==> src/rtl/card_number_luhn_bin_check_macros.svh <==
// Assertion helpers for the top-level RTL; both sample on clk and idle in reset.
`ifndef CARD_NUMBER_LUHN_BIN_CHECK_MACROS_SVH
`define CARD_NUMBER_LUHN_BIN_CHECK_MACROS_SVH

// Antecedent implies consequent in the same cycle.
`define CLBC_ASSERT_IMP(lbl, ante, cons, msg) \
  lbl: assert property (@(posedge clk) disable iff (!rst_n) (ante) |-> (cons)) \
    else $error(msg);

// Expression holds at every sampled edge.
`define CLBC_ASSERT_ALWAYS(lbl, expr, msg) \
  lbl: assert property (@(posedge clk) disable iff (!rst_n) (expr)) \
    else $error(msg);

`endif

==> src/rtl/clbc_pkg.sv <==
package clbc_pkg;

  localparam int QDepth = 4;
  localparam int QPtrW  = $clog2(QDepth);

  localparam logic [4:0] CountSat = 5'd20;
  localparam logic [4:0] LenMin   = 5'd13;
  localparam logic [4:0] LenMax   = 5'd19;

  // One classified byte on its way from front to back
  typedef struct packed {
    logic       is_digit;
    logic [3:0] digit;
    logic       last;
  } qent_t;

endpackage

==> src/rtl/clbc_front.sv <==
module clbc_front import clbc_pkg::*; (
  input  logic       in_valid,
  output logic       in_stall,
  input  logic [7:0] in_char_in,
  input  logic       in_run_end,
  input  logic       q_full,
  output logic       q_push,
  output qent_t      q_wdata
);

  logic [7:0] char_off;

  assign char_off = in_char_in - 8'd48;

  assign in_stall         = q_full;
  assign q_push           = in_valid && !q_full;
  assign q_wdata.is_digit = in_char_in inside {[8'd48:8'd57]};
  assign q_wdata.digit    = char_off[3:0];
  assign q_wdata.last     = in_run_end;

endmodule

==> src/rtl/clbc_fifo.sv <==
module clbc_fifo import clbc_pkg::*; (
  input  logic  clk,
  input  logic  rst_n,
  input  logic  push,
  input  qent_t wdata,
  input  logic  pop,
  output qent_t rdata,
  output logic  full,
  output logic  empty
);

  qent_t            mem_r [QDepth];
  logic [QPtrW-1:0] wr_ptr_r, wr_ptr_nxt;
  logic [QPtrW-1:0] rd_ptr_r, rd_ptr_nxt;
  logic [QPtrW:0]   cnt_r, cnt_nxt;

  assign full  = cnt_r == (QPtrW+1)'(QDepth);
  assign empty = cnt_r == '0;
  assign rdata = mem_r[rd_ptr_r];

  always_comb begin
    wr_ptr_nxt = push ? wr_ptr_r + 1'b1 : wr_ptr_r;
    rd_ptr_nxt = pop ? rd_ptr_r + 1'b1 : rd_ptr_r;
    cnt_nxt    = cnt_r;
    if (push && !pop) begin
      cnt_nxt = cnt_r + 1'b1;
    end else if (pop && !push) begin
      cnt_nxt = cnt_r - 1'b1;
    end
  end

  always_ff @(posedge clk) begin
    if (!rst_n) begin
      wr_ptr_r <= '0;
      rd_ptr_r <= '0;
      cnt_r    <= '0;
    end else begin
      wr_ptr_r <= wr_ptr_nxt;
      rd_ptr_r <= rd_ptr_nxt;
      cnt_r    <= cnt_nxt;
    end
  end

  always_ff @(posedge clk) begin
    if (push) begin
      mem_r[wr_ptr_r] <= wdata;
    end
  end

endmodule

==> src/rtl/clbc_back.sv <==
module clbc_back import clbc_pkg::*; (
  input  logic       clk,
  input  logic       rst_n,
  input  qent_t      q_rdata,
  input  logic       q_empty,
  output logic       q_pop,
  output logic       out_valid,
  input  logic       out_stall,
  output logic       out_card_found,
  output logic       out_luhn_ok,
  output logic       out_brand_ok,
  output logic [4:0] out_digit_total
);

  logic [4:0]      cnt_r, cnt_nxt;
  logic [3:0]      sodd_r, sodd_nxt;
  logic [3:0]      seven_r, seven_nxt;
  logic [3:0][3:0] lead_r, lead_nxt;
  logic            out_valid_r, out_valid_nxt;
  logic            card_r, luhn_r, brand_r;
  logic [4:0]      total_r;
  logic            take_digit;
  logic [3:0]      dbl;
  logic [3:0]      sel_sum;
  logic            len_ok;
  logic            luhn_c, brand_c;

  function automatic logic [3:0] add_mod10(input logic [3:0] s, input logic [3:0] v);
    logic [4:0] t;
    t = {1'b0, s} + {1'b0, v};
    if (t >= 5'd10) begin
      t = t - 5'd10;
    end
    return t[3:0];
  endfunction

  function automatic logic [3:0] doubled(input logic [3:0] d);
    logic [4:0] t;
    t = {d, 1'b0};
    if (t > 5'd9) begin
      t = t - 5'd9;
    end
    return t[3:0];
  endfunction

  function automatic logic brand_match(input logic [3:0][3:0] ld, input logic [4:0] n);
    logic [6:0]  p2;
    logic [9:0]  p3;
    logic [13:0] p4;
    logic        hit;
    p2  = {3'b0, ld[0]} * 7'd10 + {3'b0, ld[1]};
    p3  = {3'b0, p2} * 10'd10 + {6'b0, ld[2]};
    p4  = {4'b0, p3} * 14'd10 + {10'b0, ld[3]};
    hit = 1'b0;
    if (ld[0] == 4'd4 && (n == 5'd13 || n == 5'd16 || n == 5'd19)) begin
      hit = 1'b1;
    end
    if (n == 5'd16) begin
      if (p2 >= 7'd51 && p2 <= 7'd55) hit = 1'b1;
      if (p4 >= 14'd2221 && p4 <= 14'd2720) hit = 1'b1;
      if (p4 == 14'd6011) hit = 1'b1;
      if (p3 >= 10'd644 && p3 <= 10'd649) hit = 1'b1;
      if (p2 == 7'd65) hit = 1'b1;
      if (p4 >= 14'd3528 && p4 <= 14'd3589) hit = 1'b1;
    end
    if (n == 5'd15 && (p2 == 7'd34 || p2 == 7'd37)) begin
      hit = 1'b1;
    end
    if (n == 5'd14) begin
      if (p3 >= 10'd300 && p3 <= 10'd305) hit = 1'b1;
      if (p2 == 7'd36 || p2 == 7'd38) hit = 1'b1;
    end
    if (p2 == 7'd62 && n >= 5'd16 && n <= 5'd19) begin
      hit = 1'b1;
    end
    return hit;
  endfunction

  // A run's final byte needs the result register; other bytes drain freely
  assign q_pop = !q_empty && (!q_rdata.last || !out_valid_r || !out_stall);

  assign take_digit = q_pop && q_rdata.is_digit && (cnt_r < CountSat);
  assign dbl        = doubled(q_rdata.digit);

  always_comb begin
    cnt_nxt   = cnt_r;
    sodd_nxt  = sodd_r;
    seven_nxt = seven_r;
    lead_nxt  = lead_r;
    if (take_digit) begin
      if (cnt_r < 5'd4) begin
        lead_nxt[cnt_r[1:0]] = q_rdata.digit;
      end
      if (cnt_r[0]) begin
        sodd_nxt  = add_mod10(sodd_r, dbl);
        seven_nxt = add_mod10(seven_r, q_rdata.digit);
      end else begin
        sodd_nxt  = add_mod10(sodd_r, q_rdata.digit);
        seven_nxt = add_mod10(seven_r, dbl);
      end
      cnt_nxt = cnt_r + 1'b1;
    end
  end

  // Parity of the final count picks which doubling applies
  assign sel_sum = cnt_nxt[0] ? sodd_nxt : seven_nxt;
  assign len_ok  = (cnt_nxt >= LenMin) && (cnt_nxt <= LenMax);
  assign luhn_c  = len_ok && (sel_sum == 4'd0);
  assign brand_c = len_ok && brand_match(lead_nxt, cnt_nxt);

  always_comb begin
    out_valid_nxt = out_valid_r;
    if (q_pop && q_rdata.last) begin
      out_valid_nxt = 1'b1;
    end else if (!out_stall) begin
      out_valid_nxt = 1'b0;
    end
  end

  always_ff @(posedge clk) begin
    if (!rst_n) begin
      cnt_r       <= '0;
      sodd_r      <= '0;
      seven_r     <= '0;
      lead_r      <= '0;
      out_valid_r <= 1'b0;
    end else begin
      out_valid_r <= out_valid_nxt;
      if (q_pop && q_rdata.last) begin
        // clear for the next run
        cnt_r   <= '0;
        sodd_r  <= '0;
        seven_r <= '0;
        lead_r  <= '0;
      end else begin
        cnt_r   <= cnt_nxt;
        sodd_r  <= sodd_nxt;
        seven_r <= seven_nxt;
        lead_r  <= lead_nxt;
      end
    end
  end

  always_ff @(posedge clk) begin
    if (q_pop && q_rdata.last) begin
      card_r  <= luhn_c && brand_c;
      luhn_r  <= luhn_c;
      brand_r <= brand_c;
      total_r <= cnt_nxt;
    end
  end

  assign out_valid       = out_valid_r;
  assign out_card_found  = card_r;
  assign out_luhn_ok     = luhn_r;
  assign out_brand_ok    = brand_r;
  assign out_digit_total = total_r;

endmodule

==> src/rtl/card_number_luhn_bin_check.sv <==
// Path: a run's final byte is written into the queue, then popped once the bytes ahead of it
//   have drained and the result register is free; its result is then registered.
// Throughput: one byte per cycle, less while in_stall or out_stall holds the flow.
// Reset: synchronous, active-low rst_n empties the queue, clears all sums, counts,
//   leading digits and the result valid; no clearing pass is needed.
`include "card_number_luhn_bin_check_macros.svh"

module card_number_luhn_bin_check import clbc_pkg::*; (
  input  logic       clk,
  input  logic       rst_n,
  input  logic       in_valid,
  output logic       in_stall,
  input  logic [7:0] in_char_in,
  input  logic       in_run_end,
  output logic       out_valid,
  input  logic       out_stall,
  output logic       out_card_found,
  output logic       out_luhn_ok,
  output logic       out_brand_ok,
  output logic [4:0] out_digit_total
);

  qent_t q_wdata;
  qent_t q_rdata;
  logic  q_push;
  logic  q_pop;
  logic  q_full;
  logic  q_empty;
  logic  total_legal;
  logic  flags_and;

  clbc_front u_front (
    .in_valid   (in_valid),
    .in_stall   (in_stall),
    .in_char_in (in_char_in),
    .in_run_end (in_run_end),
    .q_full     (q_full),
    .q_push     (q_push),
    .q_wdata    (q_wdata)
  );

  clbc_fifo u_fifo (
    .clk   (clk),
    .rst_n (rst_n),
    .push  (q_push),
    .wdata (q_wdata),
    .pop   (q_pop),
    .rdata (q_rdata),
    .full  (q_full),
    .empty (q_empty)
  );

  clbc_back u_back (
    .clk             (clk),
    .rst_n           (rst_n),
    .q_rdata         (q_rdata),
    .q_empty         (q_empty),
    .q_pop           (q_pop),
    .out_valid       (out_valid),
    .out_stall       (out_stall),
    .out_card_found  (out_card_found),
    .out_luhn_ok     (out_luhn_ok),
    .out_brand_ok    (out_brand_ok),
    .out_digit_total (out_digit_total)
  );

  assign total_legal = (out_digit_total >= LenMin) && (out_digit_total <= LenMax);
  assign flags_and   = out_luhn_ok && out_brand_ok;

  `CLBC_ASSERT_IMP(a_luhn_len, out_valid && out_luhn_ok, total_legal, "luhn_ok with bad length")
  `CLBC_ASSERT_IMP(a_brand_len, out_valid && out_brand_ok, total_legal, "brand_ok with bad length")
  `CLBC_ASSERT_IMP(a_total_sat, out_valid, out_digit_total <= CountSat, "digit count past saturation")
  `CLBC_ASSERT_IMP(a_card_and, out_valid, out_card_found == flags_and, "card_found not the AND of flags")

endmodule
==> config.mk <==
export PLATFORM = sky130hd
export DESIGN_NAME = card_number_luhn_bin_check
export DESIGN_NICKNAME = d
export VERILOG_FILES = /design/src/rtl/clbc_pkg.sv /design/src/rtl/clbc_front.sv /design/src/rtl/clbc_fifo.sv /design/src/rtl/clbc_back.sv /design/src/rtl/card_number_luhn_bin_check.sv
export VERILOG_INCLUDE_DIRS = /design/src /design/src/rtl
export SDC_FILE = /design/constraint.sdc
export NUM_CORES = 1
export LEC_CHECK = 0
export BUFFER_PORTS_ARGS = -buffer_cell sky130_fd_sc_hd__buf_2
export CAP_MARGIN = 20
export CORE_ASPECT_RATIO = 1.75
export CORE_MARGIN = 5
export CORE_UTILIZATION = 40
export CTS_CLUSTER_DIAMETER = 120
export DETAILED_ROUTE_END_ITERATION = 8
export MAX_ROUTING_LAYER = met4
export PLACE_DENSITY_LB_ADDON = 0.2
export SYNTH_ARGS = -nofsm -noshare
export SYNTH_HDL_FRONTEND = slang
export SYNTH_SLANG_ARGS = --single-unit
==> constraint.sdc <==
create_clock -name clk -period 15.91 [get_ports clk]
set_input_delay 1.591 -clock clk [delete_from_list [all_inputs] [get_ports clk]]
set_output_delay 1.591 -clock clk [all_outputs]
set_load 0.02 [all_outputs]
## Word level (Yosys, flattened, before mapping)

Memory sizes are Yosys's and may differ from the RTL's. A register that Yosys moved wholly into a read port is not among the register bits.
Cells that the tools add are included.
Widths: inputs -> output; s select.

| storage, ports and cells | value |
|---|---|
| flip-flop bits (word level) | 45 |
| memory bits (writable) | 24 |
| output and inout bits | 10 |
| memories | 1 |

Memory list:

| memory | depth | bits a word | read ports | clocked after memory_dff | write ports | RTL line | source |
|---|---|---|---|---|---|---|---|
| u_fifo.mem_r | 4 | 6 | 1 | 1 | 1 | clbc_fifo.sv:12 | `qent_t mem_r [QDepth];` |

| operators by class | value |
|---|---|
| add/subtract/negate cells | 18 |
| multiply operators | 3 |
| order comparisons | 24 |
| equal/unequal tests | 15 |
| muxes and demuxes | 37 |
| bitwise operators | 1 |
| reduce and logical (&&, ||, !) cells | 39 |

Operators by type and width:

| operator | number |
|---|---|
| $mux 4 | 11 |
| $eq 7x6->1 const B | 5 |
| $mux 16 | 2 |
| $ge 14x12->1 const B | 2 |
| $le 14x12->1 const B | 2 |
| $ge 5x4->1 const B | 5 |
| $logic_and 1x1->1 | 22 |
| $add 4x4->5 | 4 |
| $sub 4x4->4 const B | 5 |
| $mux 1 | 17 |
| $bwmux 16 | 1 |
| $eq 5x4->1 const B | 3 |
| $add 14x4->14 | 1 |
| $eq 14x13->1 const B | 1 |
| $mul 10x3->13 const B | 1 |
| $add 10x4->10 | 1 |
| $eq 5x5->1 const B | 2 |
| $ge 10x10->1 const B | 1 |
| $ge 10x9->1 const B | 1 |
| $le 10x10->1 const B | 1 |
| $le 10x9->1 const B | 1 |
| $mul 7x3->9 const B | 1 |
| $demux 4 s2 | 1 |
| $ge 8x6->1 const B | 1 |
| 31 further kinds | 45 |

## Depth between registers and ports, before layout

| logic depth | value |
|---|---|
| depth in word-level cells | 28 |
| depth in mapped cells | 32 |

## Hierarchy

Synthesis repeated with hierarchy kept, for this count alone.

| second synthesis, totals | value |
|---|---|
| cells, all modules | 680 |
| area total of the unflattened synthesis | 6,185.9 µm² |

By module, submodules not included:

| module | times used | cells each | area an instance (µm²) | sequential area each (µm²) |
|---|---|---|---|---|
| clbc_back | 1 | 596 | 4,804.6 | 840.8 |
| clbc_fifo | 1 | 74 | 1,312.5 | 900.9 |
| clbc_front | 1 | 10 | 68.8 | 0.0 |

## Worst setup path before layout

Ideal clock, no wire load.

| timing path | value |
|---|---|
| kind | input port to flip-flop |
| start | in out_stall |
| end | reg u_back.card_r (netlist: u_back.out_card_found) (data pin) |
| data arrival time | 7.964 ns |
| data required time | 15.642 ns |
| setup slack | 7.678 ns |
| cell stages on the path | 26 |
| cell sequence | nand3b_1 o221ai_4 nor2_1 mux2_2 ha_1 fa_1 xor2_1 ha_1 ha_1 fa_1 xor2_1 o2111ai_1 xor2_1 inv_1 ha_1 ha_1 a21oi_1 and2_1 a21boi_0 or2_2 buf_2 or4_1 a311oi_1 a221oi_2 o311ai_1 a21oi_1 |

RTL lines:

| what | RTL line | source |
|---|---|---|
| from (decl) | card_number_luhn_bin_check.sv:16 | `input logic out_stall,` |
| to (signal assigned) | clbc_back.sv:146 | `card_r <= luhn_c && brand_c;` |
| to (decl) | clbc_back.sv:20 | `logic card_r, luhn_r, brand_r;` |

==> reports/qor.csv <==
stage;metric;value;unit
run_status;status;finished clean;
clocking;Clock Tree Buf Depth;2;
finish;Ant. Diodes;0;
timing;Final Hold Fails;0;
synthesis;syn nets;771;
finish;Area Overhead vs Synth;9.085;%
finish;Final nets;788;
grt;first-pass GRT wire length;24860;µm
critical_path;Worst path most repeated cell;ha_1;
placement;GP Congestion;0.8512;
clocking;# hold bufs at CTS;0;
synthesis;top cell type's share of synthesized area;15.51;%
floorplanning;die width;104.1;µm
detailed_routing;routed vias/inst;5.703;
synthesis;post-synth cell types;83;
grt;largest net degree at the start of global routing;23;
critical_path;Critical path buffers and inverters;2;
detailed_routing;Iter 0 DRT Violations;205;
synthesis;average size of a mapped cell;9.100;µm²
floorplanning;core area;15310;µm²
synthesis;#FFs+latches synth;71;
placement;Post-DP HPWL;12340;µm
critical_path;Setup crit end kind;register;
timing;Slew @ Worst Pin;1.054;ns
grt;vias in the first global route;5178;
critical_path;Top delay family on crit path;adder cells;
run;Max Cap Viol;0;
synthesis;Post-synth top flop;dfxtp_1;
timing;Tcrit/Tclk final;55.65;%
timing;endpoints failing setup;0;
timing;Slew Viols, Final;0;
grt;initial antenna violation count;0;
placement;DP Area;6466;µm²
timing;Period minus WS final;8.854;ns
critical_path;critical path type;primary input to register;
clocking;CTS tree;yes;
floorplanning;Initial Util;40.47;%
floorplanning;row count;60;
worst_hold_path;hold path cells;2;
critical_path;max incr delay on CP;0.58;ns
synthesis;most instantiated cells after synthesis;66 x ha_1, 66 x nor2_1, 45 x inv_1;
synthesis;Synth area leaders;edfxtp_1 16%, ha_1 13%, dfxtp_1 13%;
detailed_routing;DRC;0;
finish;share of layout cells above drive strength 1;10.95;%
synthesis;sequential area share after synthesis;28.10;%
clocking;root buffer cell;clkbuf_16;
detailed_routing;Antenna Nets Post-Route;0;
clocking;CTS Sinks;71;
clocking;CTS resizes;0;
detailed_routing;drt total wl;15340;µm
placement;I/O Buffers;22;
detailed_routing;routed len/inst;17.25;µm
finish;Final Cell Area;6760;µm²
critical_path;crit path launch type;primary input;
clocking;Reg clk slew, reported paths;0.07;ns
timing;Max-slew headroom;28.75;%
floorplanning;I/O pins;23;
detailed_routing;Via Count;5070;
worst_hold_path;Hold Crit Class;register to register;
clocking;postcts setup bufs;0;
critical_path;Levels on crit path;25;
synthesis;Synth warnings;0;
timing;upper clock frequency limit;112.9;MHz
synthesis;EDFF count, synth;32;
grt;Total GRT Usage;17.32;%
clocking;Num CTS Buffers;9;
synthesis;async set or reset register ratio after synthesis;0;%
floorplanning;die area;18180;µm²
critical_path;Slowest cell on crit path;or4_1;
clocking;H-tree levels;3;
synthesis;Synth area leader;edfxtp_1;
clocking;Clock Latency Late Sink;0.34;ns
critical_path;R2R cell count;24;
grt;global route overflow;0;
synthesis;netlist area before placement;6197;µm²
floorplanning;Die Y;174.7;µm
critical_path;required time at the worst-slack endpoint;15.99;ns
timing;Setup TNS Final;0;ns
critical_path;largest fanout on the critical path;10;
timing;RSZ-0062 raised after global routing;no;
critical_path;critical path arrival;8.93;ns
timing;clk_skew;0.01276;ns
synthesis;Mapped Cells;681;
detailed_routing;router iterations before antenna repair;4;
[kinds of logic (layout without fill, tap and decap cells)]
logic type	count (synthesis)	count (layout)	synth area share [%]
adders and majority gates	77	77	16.88
DFF	71	71	28.10
xor gates and xnor gates	46	46	7.006
buffers and inverters	63	85	4.098
AOI/OAI and AO/OA	141	141	15.71
muxes	32	32	6.824
and+or+nand+nor	251	251	21.38
[placed cells by master (no fill, tap or decap), types with 4 or more instances in the layout]
cell | Yosys | layout
nor2_1 | 66 | 66
ha_1 | 66 | 66
inv_1 | 45 | 45
nand2_1 | 40 | 40
dfxtp_1 | 39 | 39
a21oi_1 | 33 | 33
edfxtp_1 | 32 | 32
nand3_1 | 28 | 28
o21ai_0 | 25 | 25
nor3_1 | 22 | 22
xor2_1 | 22 | 22
xnor2_1 | 22 | 22
buf_2 | 2 | 22
mux2i_1 | 15 | 15
nor2b_1 | 14 | 14
and2_1 | 14 | 14
a211oi_1 | 11 | 11
fa_1 | 11 | 11
mux2_2 | 9 | 9
a31oi_1 | 9 | 9
clkbuf_16 | 0 | 9
or3_1 | 8 | 8
and3_1 | 8 | 8
or2_2 | 7 | 7
nor3b_1 | 6 | 6
nand2b_1 | 6 | 6
nand3b_1 | 5 | 5
o22ai_1 | 5 | 5
o21a_1 | 5 | 5
nor4_1 | 5 | 5
o31ai_1 | 5 | 5
a21o_1 | 4 | 4
o21bai_1 | 4 | 4
nor4b_1 | 4 | 4
a21boi_0 | 4 | 4
[sequential cells by signal (all words and copies together), names as in the netlist, named ones only]
name                    count
u_back.out_luhn_ok          1
u_back.out_brand_ok         1
u_back.lead_r              16
u_back.seven_r              4
u_back.out_card_found       1
u_back.cnt_r                5
u_back.out_valid            1
u_fifo.mem_r               24
u_fifo.cnt_r                3
u_back.sodd_r               4
u_fifo.wr_ptr_r             2
u_fifo.rd_ptr_r             2
u_back.out_digit_total      5
[per-stage QoR]
| step | cells | hold WS [ns] | utilization, % | setup WS (ns) |
|---|---|---|---|---|
| detailed placement | 873 | 0.5477 | 42.22 | 6.709 |
| floorplan | 681 | 0.4815 | - | 7.678 |
| global route | 889 | 0.5879 | 44.14 | 6.399 |
| global placement | 873 | 0.5030 | 42.22 | 6.923 |
| finish | 889 | 0.5562 | 44.14 | 7.056 |
| CTS | 889 | 0.5566 | 44.14 | 7.053 |
[worst paths after layout]
| path | start | to | slack [ns] |
|---|---|---|---|
| max | out_stall | u_back.out_card_found$_DFFE_PP_ | 7.06 |
| min | u_back.seven_r[0]$_SDFF_PP0_ | u_back.seven_r[0]$_SDFF_PP0_ | 0.56 |
| max reg2reg | register | u_back.out_card_found$_DFFE_PP_ | 7.55 |
| min reg2reg | u_back.seven_r[0]$_SDFF_PP0_ | u_back.seven_r[0]$_SDFF_PP0_ | 0.56 |
[worst register-to-register path: cells and delay by family (launching register included)]
family	cells	cell delay [ns]
XOR/XNOR	4	1.73
flip-flops	1	0.54
adder cells (fa/ha/maj)	6	2.01
AO/OA/AOI/OAI	7	1.50
buffers and inverters	1	0.12
multiplexers	2	0.83
AND/OR/NAND/NOR	4	1.35
[layer usage]
layer	track usage [%]	up-vias	wire length, µm
met2	32.53	102	8501
met3	2.329	44	440
li1	-	2539	-
met4	9.292	0	745
met1	16.92	2385	5649
met5	-	-	0
[final cells by class]
class	count	area (µm²)
fillers	1495	8554
multi-input cells	547	4202
flip-flops and latches	71	1742
well taps	186	232.7
clock buffers	9	225.2
inverters	46	172.7
repair buffers	23	117.6
clock inverters	7	68.82
Power is not shown: default switching activity piles up to over one toggle a cycle in this logic, so the estimate is an artifact.
